### src/hw/rtl/ecsr_ram.sv
// ----------------------------------------------------------------------------
// ecsr_ram
// Generic simple dual-port RAM: one write port, one read port, registered read.
// ----------------------------------------------------------------------------
module ecsr_ram #(
    parameter int W = 8,
    parameter int D = 16,
    localparam int AW = (D > 1) ? $clog2(D) : 1
) (
    input  logic          i_clk,
    input  logic          i_we,
    input  logic [AW-1:0] i_waddr,
    input  logic [W-1:0]  i_wdata,
    input  logic [AW-1:0] i_raddr,
    output logic [W-1:0]  o_rdata
);

    logic [W-1:0] r_mem [D];
    logic [W-1:0] r_rdata;

    // Write port.
    always_ff @(posedge i_clk) begin
        if (i_we) begin
            r_mem[i_waddr] <= i_wdata;
        end
    end

    // Registered read port.
    always_ff @(posedge i_clk) begin
        r_rdata <= r_mem[i_raddr];
    end

    assign o_rdata = r_rdata;

endmodule

### config.mk
export PLATFORM = sky130hd
export DESIGN_NAME = ecsr_ram
export DESIGN_NICKNAME = d
export VERILOG_FILES = /design/src/hw/rtl/ecsr_ram.sv
export SDC_FILE = /design/constraint.sdc
export NUM_CORES = 1
export LEC_CHECK = 0
export ABC_AREA = 1
export BUFFER_PORTS_ARGS = -buffer_cell sky130_fd_sc_hd__buf_2
export CAP_MARGIN = 20
export CORE_UTILIZATION = 35
export DETAILED_ROUTE_END_ITERATION = 10
export GPL_TIMING_DRIVEN = 1
export HOLD_SLACK_MARGIN = 0.12
export PLACE_DENSITY = 0.59
export SYNTH_ARGS = -nofsm -noshare
export SYNTH_HDL_FRONTEND = slang
export SYNTH_SLANG_ARGS = --single-unit
### constraint.sdc
create_clock -name i_clk -period 2.2 [get_ports i_clk]
set_input_delay 0.22 -clock i_clk [delete_from_list [all_inputs] [get_ports i_clk]]
set_output_delay 0.22 -clock i_clk [all_outputs]
set_load 0.1 [all_outputs]
## After elaboration in Yosys (flattened, before gate mapping)

Memories as Yosys holds them, arrays and structs flattened. A register that Yosys moved wholly into a read port is not among the register bits.
Index checks and enable logic that the tools add are counted.

| word-level totals | value |
|---|---|
| register bits after elaboration | 0 |
| memory bits (writable) | 128 |
| memories | 1 |

| operators by class | value |
|---|---|
| muxes and demuxes | 2 |

Memories:

| memory | words | width | rd ports | clocked after memory_dff | write ports | RTL line | source |
|---|---|---|---|---|---|---|---|
| r_mem | 16 | 8 | 1 | 1 | 1 | 18 | `logic [W-1:0] r_mem [D];` |

Operators with widths:

| operator | number |
|---|---|
| 1-bit 2-to-1 mux | 2 |

## Depth between registers and ports, before layout

Gate-level depths: netlist of the first run.

| logic depth | value |
|---|---|
| word-level depth | 2 |
| depth in mapped cells | 8 |

## Worst setup path before layout of the first run

OpenSTA, ideal clock, no wires.

| timing path | value |
|---|---|
| kind | in2reg |
| from | in i_waddr[2] |
| to | mem r_mem[10][0], enable pin |
| setup time | 0.370 ns |
| arrival | 0.801 ns |
| slack | 1.029 ns |
| stages | 2 |
| path buffers | 0 |
| path through | nand3b_1 > nor2_1 |

RTL lines:

| item | RTL line | source |
|---|---|---|
| start: declaration | 12 | `input logic [AW-1:0] i_waddr,` |
| end: declaration | 18 |  |

No word-level cell before the write port.

## Worst setup path after layout of the first run

| timing path | value |
|---|---|
| from | reg r_rdata[2] (netlist: o_rdata[2]) (read register of r_mem) |
| to | out o_rdata[2] |

RTL lines:

| item | RTL line | source |
|---|---|---|
| start: declaration | 19 | `logic [W-1:0] r_rdata;` |
| end: declaration | 15 | `output logic [W-1:0] o_rdata` |

No word-level cell between the ends.

==> run metrics, run 1 <==
largest cells by area after synthesis=edfxtp_1, nand2_1, nand3_1; critical path startpoint category=register; Hold Vio Cnt, Final=0; Syn-to-layout area delta=15.9%; path type of the worst setup path=reg -> out; final wirelength=14.2 mm; buffers plus inverters on the worst setup path=1; fraction of the mapped netlist area in simple logic gates=21.0%; Min-Delay Path Class=in -> reg; post-synthesis instance total=551; result of the run=completed; post-synthesis instance area=5770 µm²; Clock Sink Count=136; post-synthesis share of cell area spent on xor and xnor gates=0%; number of H-tree branching levels=4; sequential share of the synthesized area=69.4%; post-layout min period=1.49 ns; half-perimeter wire length after detailed placement=8.86 mm; total number of vias=3,844; worst slew slack as a fraction of its limit=42.1%; total of flip-flops plus latches after synthesis=136; clock slew at reported path FFs=0.06 ns; cell type of the slowest stage on the worst timing path=buf_2; library cell with the largest summed area after synthesis=edfxtp_1; warning count from the yosys run=0; final core occ=41.8%; maximum number of pins on one net before global-route repair=65; clock root buffer master=clkbuf_16; detail-routed net length per standard cell=17.6 µm; Synth Area in Compound Gates=0%; worst flop-to-flop path startpoint=r_mem[11][2]; ratio of cells with drive above 1 in the final layout=11.0%; multiplexer area fraction after synthesis=0%; Pins Over Slew Limit=0; floorplan core area=16,000 µm²; share of Yosys cell area claimed by the top area cell type=66.7%; initial antenna violation count=0; dominant delay contributor by cell family on the critical path=buffers and inverters; crit path DAT=1.27 ns; hold path startpoint=i_raddr[3]; later-pin clock latency in the skew report=0.42 ns; number of failing setup endpoints in the final timing report=0; die boundary width=130 µm; TritonCTS clock tree=done; initial DRC count=314; height of the chip=130 µm; PostCTS Resize Cnt=0; global-route total usage across every layer=18.4%; area share of fa/ha/maj cells after synthesis=0%; sort of element at the end of the critical path=output port; number of buffers added on ports=25; grt ovf=0; # Post-CTS Setup Buffers=0; unique cell type count in the Yosys netlist=12; crit path from=o_rdata[2]; number of hold buffers added after CTS=0; routed vias/inst=4.76; length of the first detailed-routing pass in iterations=6; largest vdd supply drop=0.000522 V; Antenna Nets Post-Route=0; total clock buffers created by CTS=17; portion of the clock cycle consumed by the worst path in the final layout=67.8%; starting density of the core=36.0%; count of antenna diodes in the layout=0; vias in the first global route=3,784; Setup Total Neg Slack=0 ns; Overall Power=6.36 mW; die area=17,000 µm²; setup repair after global routing missed its margin=no; slew of the pin with the lowest slew margin=0.865 ns; synthesized area per cell=10.5 µm²; ports placed on the boundary=26; DR DRC count=0; static leakage=2.86 nW; worst clock skew=0.00684 ns; pwr/cell area=951 nW/µm²; Critical Path, Cell by Cell=buf_2; number of buffers on the longest clock path=2; weighted congestion reported at the end of routability-driven placement=0.862; required time of the critical path=1.98 ns; largest family of logic cells by synthesized area=simple AND/OR/NAND/NOR gates; number of placement rows=46; Largest stage delay, worst path=0.46 ns; f_max=670 MHz; CP max FO=1; count of nets after finishing=596; Maximum Capacitance Violations=0; first-pass GRT wire length=22.2 mm; Mapped Nets=569
==> power by group <==
group,total (mW),switching [mW],internal (mW)
sequential,2.92,0.0263,2.90
combinational,0.471,0.375,0.0959
clock,2.96,1.05,1.91
==> final cells by class <==
cell class | count | area [µm²]
timing repair buffer | 32 | 190
fill | 1575 | 9310
clock inverter | 10 | 141
multi-input combinational | 289 | 1210
inverter | 102 | 383
clock buffer | 22 | 484
tap | 216 | 270
sequential | 136 | 4000
==> layout by cell type (no fill, tap or decap) <==
cell type and count:
dfxtp_1 8, clkbuf_8 4, nand2_1 173, edfxtp_1 128, buf_4 6, clkinv_2 2
clkinv_4 2, inv_6 1, bufinv_16 3, nand3_1 97, inv_1 100, inv_2 2
nor2_1 17, nand3b_1 2, clkinvlp_4 2, clkbuf_1 1, buf_12 1, clkbuf_16 17
buf_2 25
==> worst min-delay path, cell delays in order <==
cell     delay (ns)
buf_2          0.17
nand3_1        0.10
nand2_1        0.05
==> through the flow <==
stage                     cell area [µm²]  worst slack, ns  hold WS (ns)  cells
after detailed placement             6060            0.506         0.602    775
final                                6690            0.708         0.181    807
after global placement               6060            0.568         0.620    775
after floorplan                      5770             1.03         0.319    551
after CTS                            6690            0.702         0.166    807
after global routing                 6690            0.689         0.182    807
==> registers in the layout, summed over array words and instances, names as in the netlist <==
signal,count
r_mem,128
o_rdata,8
==> path summary, 6_finish.rpt <==
check / end / slack (ns) / depth (start not counted)
max: o_rdata[2] / 0.71 / 1
min: o_rdata[7] / 0.18 / 3
max reg2reg: o_rdata[2] / 1.13 / 6
min reg2reg: o_rdata[0] / 0.68 / 6
==> Yosys cell counts, drive strengths merged <==
cell type	count
edfxtp	128
dfxtp	8
inv	102
nand3b	2
nand2	173
buf	24
nor2	17
nand3	97
==> metal layers <==
metal | GRT usage [%] | up-vias | wire [µm]
met5 | 0 | - | 0
li1 | - | 1822 | -
met2 | 28.9 | 121 | 6770
met3 | 4.63 | 18 | 649
met4 | 6.49 | 0 | 269
met1 | 24.8 | 1883 | 6550
==> cells by family (layout without fill, tap and decap cells) <==
family,Yosys count,after routing
buffers and inverters,126,166
flip-flops,136,136
AND/OR/NAND/NOR,289,289
(Power assumes the default switching activity.)
==> inputs of run 2 (changes only) <==
ABC_AREA = 0   (was 1)
PLACE_DENSITY = 0.61   (was 0.59)
clock period = 1.34 ns   (was 2.2 ns; I/O delays follow)
==> run 2 against run 1 <==
  * Area after synthesis decreased by 11%
  * Clock power increased by 52%
  * Synthesized cell count decreased by 58%
  * Critical endpoint is now o_rdata[0]
==> run metrics, run 2 <==
most frequent standard cell in the layout excluding fill and tap cells=edfxtp_1; length of the first detailed-routing pass in iterations=4 (-2); global-route total usage across every layer=15.4% (-3.0 points); DR DRC count=0 (unchanged); required time of the critical path=1.64 ns (-0.34 ns); ports placed on the boundary=26 (unchanged); die area=15,200 µm² (-11%); worst setup slack for register-to-register paths=0.03 ns (-1.10 ns); switching power=2.28 mW (+56%); post-layout min period=1.31 ns; result of the run=completed; initial DRC count=231 (-26%); crit path DAT=1.60 ns (+0.33 ns); CP max FO=1 (unchanged); Clock Power Share=45.0% (-1.6 points); worst flop-to-flop path startpoint=r_mem[3][0]; Pins Over Slew Limit=0 (unchanged); number of buffers added on ports=25 (unchanged); Hold Slack=0.115 ns (-0.0666 ns); clock slew at reported path FFs=0.06 ns (about the same); count of nets after finishing=316 (-47%); die boundary width=123 µm (-5.4%); path type of the worst setup path=reg -> reg; floorplan core area=14,100 µm² (-12%); Maximum Capacitance Violations=0 (unchanged); routed vias/inst=5.11 (+7.3%); Clock Sink Count=136 (unchanged); number of cells on the worst reg-to-reg path=3 (-3); # Post-CTS Setup Buffers=0 (unchanged); largest vdd supply drop=0.000846 V (+62%); final wirelength=10.5 mm (-26%); post-synthesis instance total=229 (-58%); f_max=765 MHz; starting density of the core=36.5% (+0.48 points); Min-Delay Path Class=in -> reg; largest cells by area after synthesis=edfxtp_1, mux4_2, mux4_1; internal power component=7.73 mW (+58%); later-pin clock latency in the skew report=0.42 ns (about the same); detail-routed net length per standard cell=21.3 µm (+21%); initial antenna violation count=2 (+2); WHS Path Cells=1 (-2); maximum number of pins on one net before global-route repair=22 (-66%); EDFF count, synth=128 (unchanged); sort of element at the end of the critical path=register; number of H-tree branching levels=4 (unchanged); Hold Vio Cnt, Final=0 (unchanged); half-perimeter wire length after detailed placement=6.67 mm (-25%); sequential share of the synthesized area=77.8% (+8.4 points); top post-synthesis cells by count=edfxtp_1, mux4_2, a22oi_1; post-synthesis instance area=5150 µm² (-11%); worst hold endpoint=r_mem[1][2]; Syn-to-layout area delta=23.6%; pwr/cell area=1570 nW/µm² (+66%); placed inst area=5690 µm² (-6.1%); final standard cell area without fillers=6360 µm² (-4.9%); weighted congestion reported at the end of routability-driven placement=0.771 (-11%); sequential group share of total power=47.8% (+1.8 points); portion of the clock cycle consumed by the worst path in the final layout=97.5%; hold path startpoint=i_wdata[2]; vias in the first global route=2,644 (-30%); number of failing setup endpoints in the final timing report=0 (unchanged); library cell with the largest summed area after synthesis=edfxtp_1; number of placement rows=43 (-6.5%); total clock buffers created by CTS=17 (unchanged); warning count from the yosys run=0 (unchanged); Reg with most FFs=r_mem; Comb pwr share=7.2% (-0.2 points); fraction of registers with async set or reset after synthesis=0% (unchanged); total of flip-flops plus latches after synthesis=136 (unchanged); Switching Fraction=22.7% (-0.17 points); clock root buffer master=clkbuf_16; worst clock skew=0.00648 ns (-0.000355 ns); first-pass GRT wire length=15.8 mm (-29%); slew of the pin with the lowest slew margin=0.931 ns (+0.0661 ns); setup repair after global routing missed its margin=yes; dominant register cell in the synthesized netlist=edfxtp_1; capturing point of the worst reg2reg path=o_rdata[0]; worst slew slack as a fraction of its limit=37.8% (-4.3 points); TritonCTS clock tree=done; max FFs per register=128 (unchanged); Mapped Nets=247 (-57%); total number of vias=2,520 (-34%); grt ovf=0 (unchanged); height of the chip=123 µm (-5.4%); synthesized area per cell=22.5 µm² (+110%); Antenna Nets Post-Route=0 (unchanged); most common cell in the netlist=edfxtp_1; ratio of cells with drive above 1 in the final layout=37.6% (+27 points); unique cell type count in the Yosys netlist=19 (+7); static leakage=2.14 nW (-25%); share of Yosys cell area claimed by the top area cell type=74.7% (+8.0 points); critical path startpoint category=register; number of buffers on the longest clock path=2 (unchanged); commonest cells after routing, fill and taps aside=edfxtp_1, buf_4, mux4_2, buf_2, clkbuf_16
==> run 2: cell types whose count changed in the layout (fill, tap and decap cells not counted), moves of 9 or more <==
cell / delta
buf_4: +20
a22oi_1: +9
inv_1: -100
nand2_1: -164
mux4_2: +24
nand3_1: -96
==> run 2: cells by family (layout without fill, tap and decap cells) <==
| family | after synthesis | after routing | synth area share [%] |
|---|---|---|---|
| flip-flops | 136 | 136 | 77.8 |
| AND/OR/NAND/NOR | 35 | 35 | 3.18 |
| multiplexers | 32 | 32 | 15.0 |
| AO/OA/AOI/OAI | 16 | 16 | 2.33 |
| buffers and inverters | 10 | 92 | 1.68 |
| other | 0 | 2 | 0 |
==> run 2: how the worst max path moves through the flow <==
stage / from / to / slack, ns
6_report: r_mem[3][0] / o_rdata[0] / 0.03
3_3_place_gp: i_raddr[0] / o_rdata[2] / -0.28
3_5_place_dp: i_raddr[0] / o_rdata[2] / -0.30
4_1_cts: r_mem[1][3] / o_rdata[3] / 0.004
2_1_floorplan: i_waddr[2] / r_mem[3][0] / -0.06
5_1_grt: r_mem[3][0] / o_rdata[0] / -0.03
==> run 2: metal layers <==
layer	global-route usage (%)	share of wire (%)	vias to the layer above
li1	-	-	1109
met1	20.7	46	1319
met2	23.2	47	83
met3	5.21	6.6	9
met4	5.65	1.1	0
met5	0	0	-
==> run 2: power groups by stage <==
stage | Sequential, mW | Combinational, mW | Clock (mW)
6_report | 4.79 | 0.722 | 4.50
5_1_grt | 4.80 | 0.767 | 4.76
4_1_cts | 4.79 | 0.724 | 4.57
3_5_place_dp | 4.88 | 0.689 | 0
3_3_place_gp | 4.87 | 0.677 | 0
2_1_floorplan | 5.07 | 0.242 | 0
==> run 2: layout make-up <==
cell class / instances / area, µm²
Fill cell: 1220 / 7730
Timing Repair Buffer: 60 / 475
Antenna cell: 2 / 5.00
Sequential cell: 136 / 4000
Clock buffer: 17 / 425
Multi-Input combinational cell: 83 / 1070
Tap cell: 180 / 225
Clock inverter: 15 / 151
==> run 2: what timing repair did <==
| action | in CTS | in global routing |
|---|---|---|
| pin swaps | 1 | 7 |
| hold buffers | 7 | 0 |
| hold endpoints to repair | 112 | 0 |
| resized for setup | 9 | 7 |
| endpoints found under the setup margin | 9 | 7 |
==> run 2: worst max-delay path: stages, from the launching register on <==
cell and delay [ns]:
edfxtp_1 0.36, mux4_2 0.49, a22oi_2 0.23, nand2_1 0.11
==> run 2: per-stage QoR <==
stage | std cells | power (mW) | setup slack (ns) | utilization (%) | TNS [ns]
2_1_floorplan | 229 | 5.31 | -0.0601 | - | -1.79
6_report | 493 | 10.0 | 0.0331 | 45.1 | 0
3_3_place_gp | 452 | 5.55 | -0.284 | 40.4 | -2.42
4_1_cts | 491 | 10.1 | 0.00385 | 45.2 | 0
5_1_grt | 491 | 10.3 | -0.0294 | 45.1 | -0.0330
3_5_place_dp | 452 | 5.57 | -0.299 | 40.4 | -3.82
==> inputs of run 3 (changes only) <==
PLACE_DENSITY = 0.59   (was 0.61)
clock period = 1.3 ns   (was 1.34 ns; I/O delays follow)
==> run 3 against run 2 <==
  * Clock skew barely moved
  * Highest routed layer unchanged
  * Fmax grew 3.0%
  * Power is 3.6% higher
  * Hold slack better by 0.16 ns
  * Non-clock buffer count grew 1
  * Routed wire length fell by 5.2%
  * Count of clock-buffer cells in the layout grew 1
  * Cell area increased by 0.79%
  * Combinational power increased by 3.6%
  * Final cell count fell by 0.20%
==> run metrics, run 3 (same netlist as run 2, synthesis figures left out) <==
later-pin clock latency in the skew report=0.40 ns (-0.02 ns); height of the chip=123 µm (unchanged); count of nets after finishing=317 (+0.32%); number of buffers on the longest clock path=2 (unchanged); floorplan core area=14,100 µm² (unchanged); weighted congestion reported at the end of routability-driven placement=0.706 (-8.5%); Antenna Nets Post-Route=0 (unchanged); total number of vias=2,453 (-2.7%); crit path setup slack, layout=0.0315 ns (-0.00162 ns); largest vdd supply drop=0.00100 V (+18%); post-layout min period=1.27 ns (-0.0384 ns); cell type of the slowest stage on the worst timing path=mux4_1; most frequent standard cell in the layout excluding fill and tap cells=edfxtp_1; routed vias/inst=4.99 (-2.5%); sort of element at the end of the critical path=register; maximum number of pins on one net before global-route repair=21 (-4.5%); ratio of cells with drive above 1 in the final layout=40.2% (+2.6 points); Syn-to-layout area delta=24.6%; Maximum Capacitance Violations=0 (unchanged); Clock Sink Count=136 (unchanged); Largest stage delay, worst path=0.52 ns (+0.03 ns); Hold Vio Cnt, Final=0 (unchanged); number of failing setup endpoints in the final timing report=0 (unchanged); length of the first detailed-routing pass in iterations=4 (unchanged); clock slew at reported path FFs=0.06 ns (about the same); slew of the pin with the lowest slew margin=0.986 ns (+0.0552 ns); Placed Cells incl. Taps=452 (unchanged); pwr/cell area=1620 nW/µm² (+2.8%); worst setup slack for register-to-register paths=0.03 ns (about the same); Pins Over Slew Limit=0 (unchanged); portion of the clock cycle consumed by the worst path in the final layout=97.6% (about the same); critical path startpoint category=register; number of placement rows=43 (unchanged); buffers plus inverters on the worst setup path=0 (unchanged); detail-routed net length per standard cell=20.2 µm (-5.0%); half-perimeter wire length after detailed placement=6.28 mm (-5.9%); number of H-tree branching levels=4 (unchanged); TritonCTS clock tree=done; starting density of the core=36.5% (unchanged); required time of the critical path=1.59 ns (-0.05 ns); ports placed on the boundary=26 (unchanged); static leakage=2.15 nW (+0.64%); first-pass GRT wire length=15.0 mm (-4.6%); global-route total usage across every layer=14.6% (-0.77 points); DR DRC count=0 (unchanged); dominant delay contributor by cell family on the critical path=multiplexers; grt ovf=0 (unchanged); vias in the first global route=2,538 (-4.0%); # Post-CTS Setup Buffers=0 (unchanged); initial DRC count=279 (+21%); commonest cells after routing, fill and taps aside=edfxtp_1, buf_4, mux4_2, buf_2, clkbuf_16; worst clock skew=0.00689 ns (+0.000408 ns); initial antenna violation count=1 (-1); path type of the worst setup path=reg -> reg; worst slew slack as a fraction of its limit=34.1% (-3.7 points); crit path DAT=1.56 ns (-0.04 ns); setup repair after global routing missed its margin=yes; die area=15,200 µm² (unchanged); final wirelength=9.96 mm (-5.2%); max FFs per register=128 (unchanged); number of buffers added on ports=25 (unchanged); f_max=788 MHz (+3.0%); CP max FO=1 (unchanged); worst slack, placed=-0.287 ns (+0.0117 ns); die boundary width=123 µm (unchanged); result of the run=completed; Reg with most FFs=r_mem; total clock buffers created by CTS=17 (unchanged); clock root buffer master=clkbuf_16; Critical Path, Cell by Cell=mux4_1, a22oi_2, nand2_1; Min-Delay Path Class=in -> reg; number of standard cells in the layout, taps in and fillers out=492 (-0.20%)
-- run 3: repair_timing --
action,4_1_cts,5_1_grt
endpoints found under the hold margin,120,0
pin swaps,2,4
hold buffers,8,0
endpoints found under the setup margin,11,7
resized for setup,11,15
-- run 3: layout make-up --
cell class / count / area, µm²
fill: 1213 / 7680
sequential: 136 / 4000
multi-input combinational: 83 / 1100
timing repair buffer: 61 / 493
clock buffer: 18 / 429
tap: 180 / 225
clock inverter: 13 / 155
antenna: 1 / 2.50
-- run 3: worst paths after layout --
check	depth (start not counted)	startpoint	endpoint
worst max-delay path	3	r_mem[1][0]	o_rdata[0]
worst min-delay path	3	i_waddr[0]	r_mem[0][6]
worst max register to register	3	r_mem[1][0]	o_rdata[0]
worst min register to register	3	r_mem[14][1]	o_rdata[1]
-- run 3: power by group --
group	switching [mW]	leakage (nW)	internal, mW	total (mW)
Sequential	0.0328	1.22	4.90	4.94
Clock	1.70	0.282	2.99	4.69
Combinational	0.484	0.649	0.264	0.748
Total	2.21	2.15	8.16	10.4
-- run 3: tightest hold or removal path: stages --
cell and delay, ns:
buf_2 0.16, nor3_2 0.08, buf_12 0.14
-- run 3: per-stage QoR --
stage | power (mW) | util [%] | hold WS, ns | setup TNS (ns) | area (µm²)
after detailed placement | 5.72 | 40.4 | 0.528 | -5.29 | 5700
after floorplan | 5.48 | - | 0.229 | -2.94 | 5160
after CTS | 10.4 | 45.4 | 0.262 | 0 | 6400
after global routing | 10.7 | 45.5 | 0.279 | -0.00937 | 6410
after global placement | 5.71 | 40.4 | 0.515 | -5.03 | 5700
final | 10.4 | 45.5 | 0.278 | 0 | 6410
-- run 3: routing by layer --
metal / wire (µm) / up-vias / GRT usage, %
met3: 673 / 6 / 4.75
li1: - / 1104 / -
met2: 4920 / 80 / 22.0
met4: 59 / 0 / 4.97
met1: 4310 / 1263 / 19.9
met5: 0 / - / 0
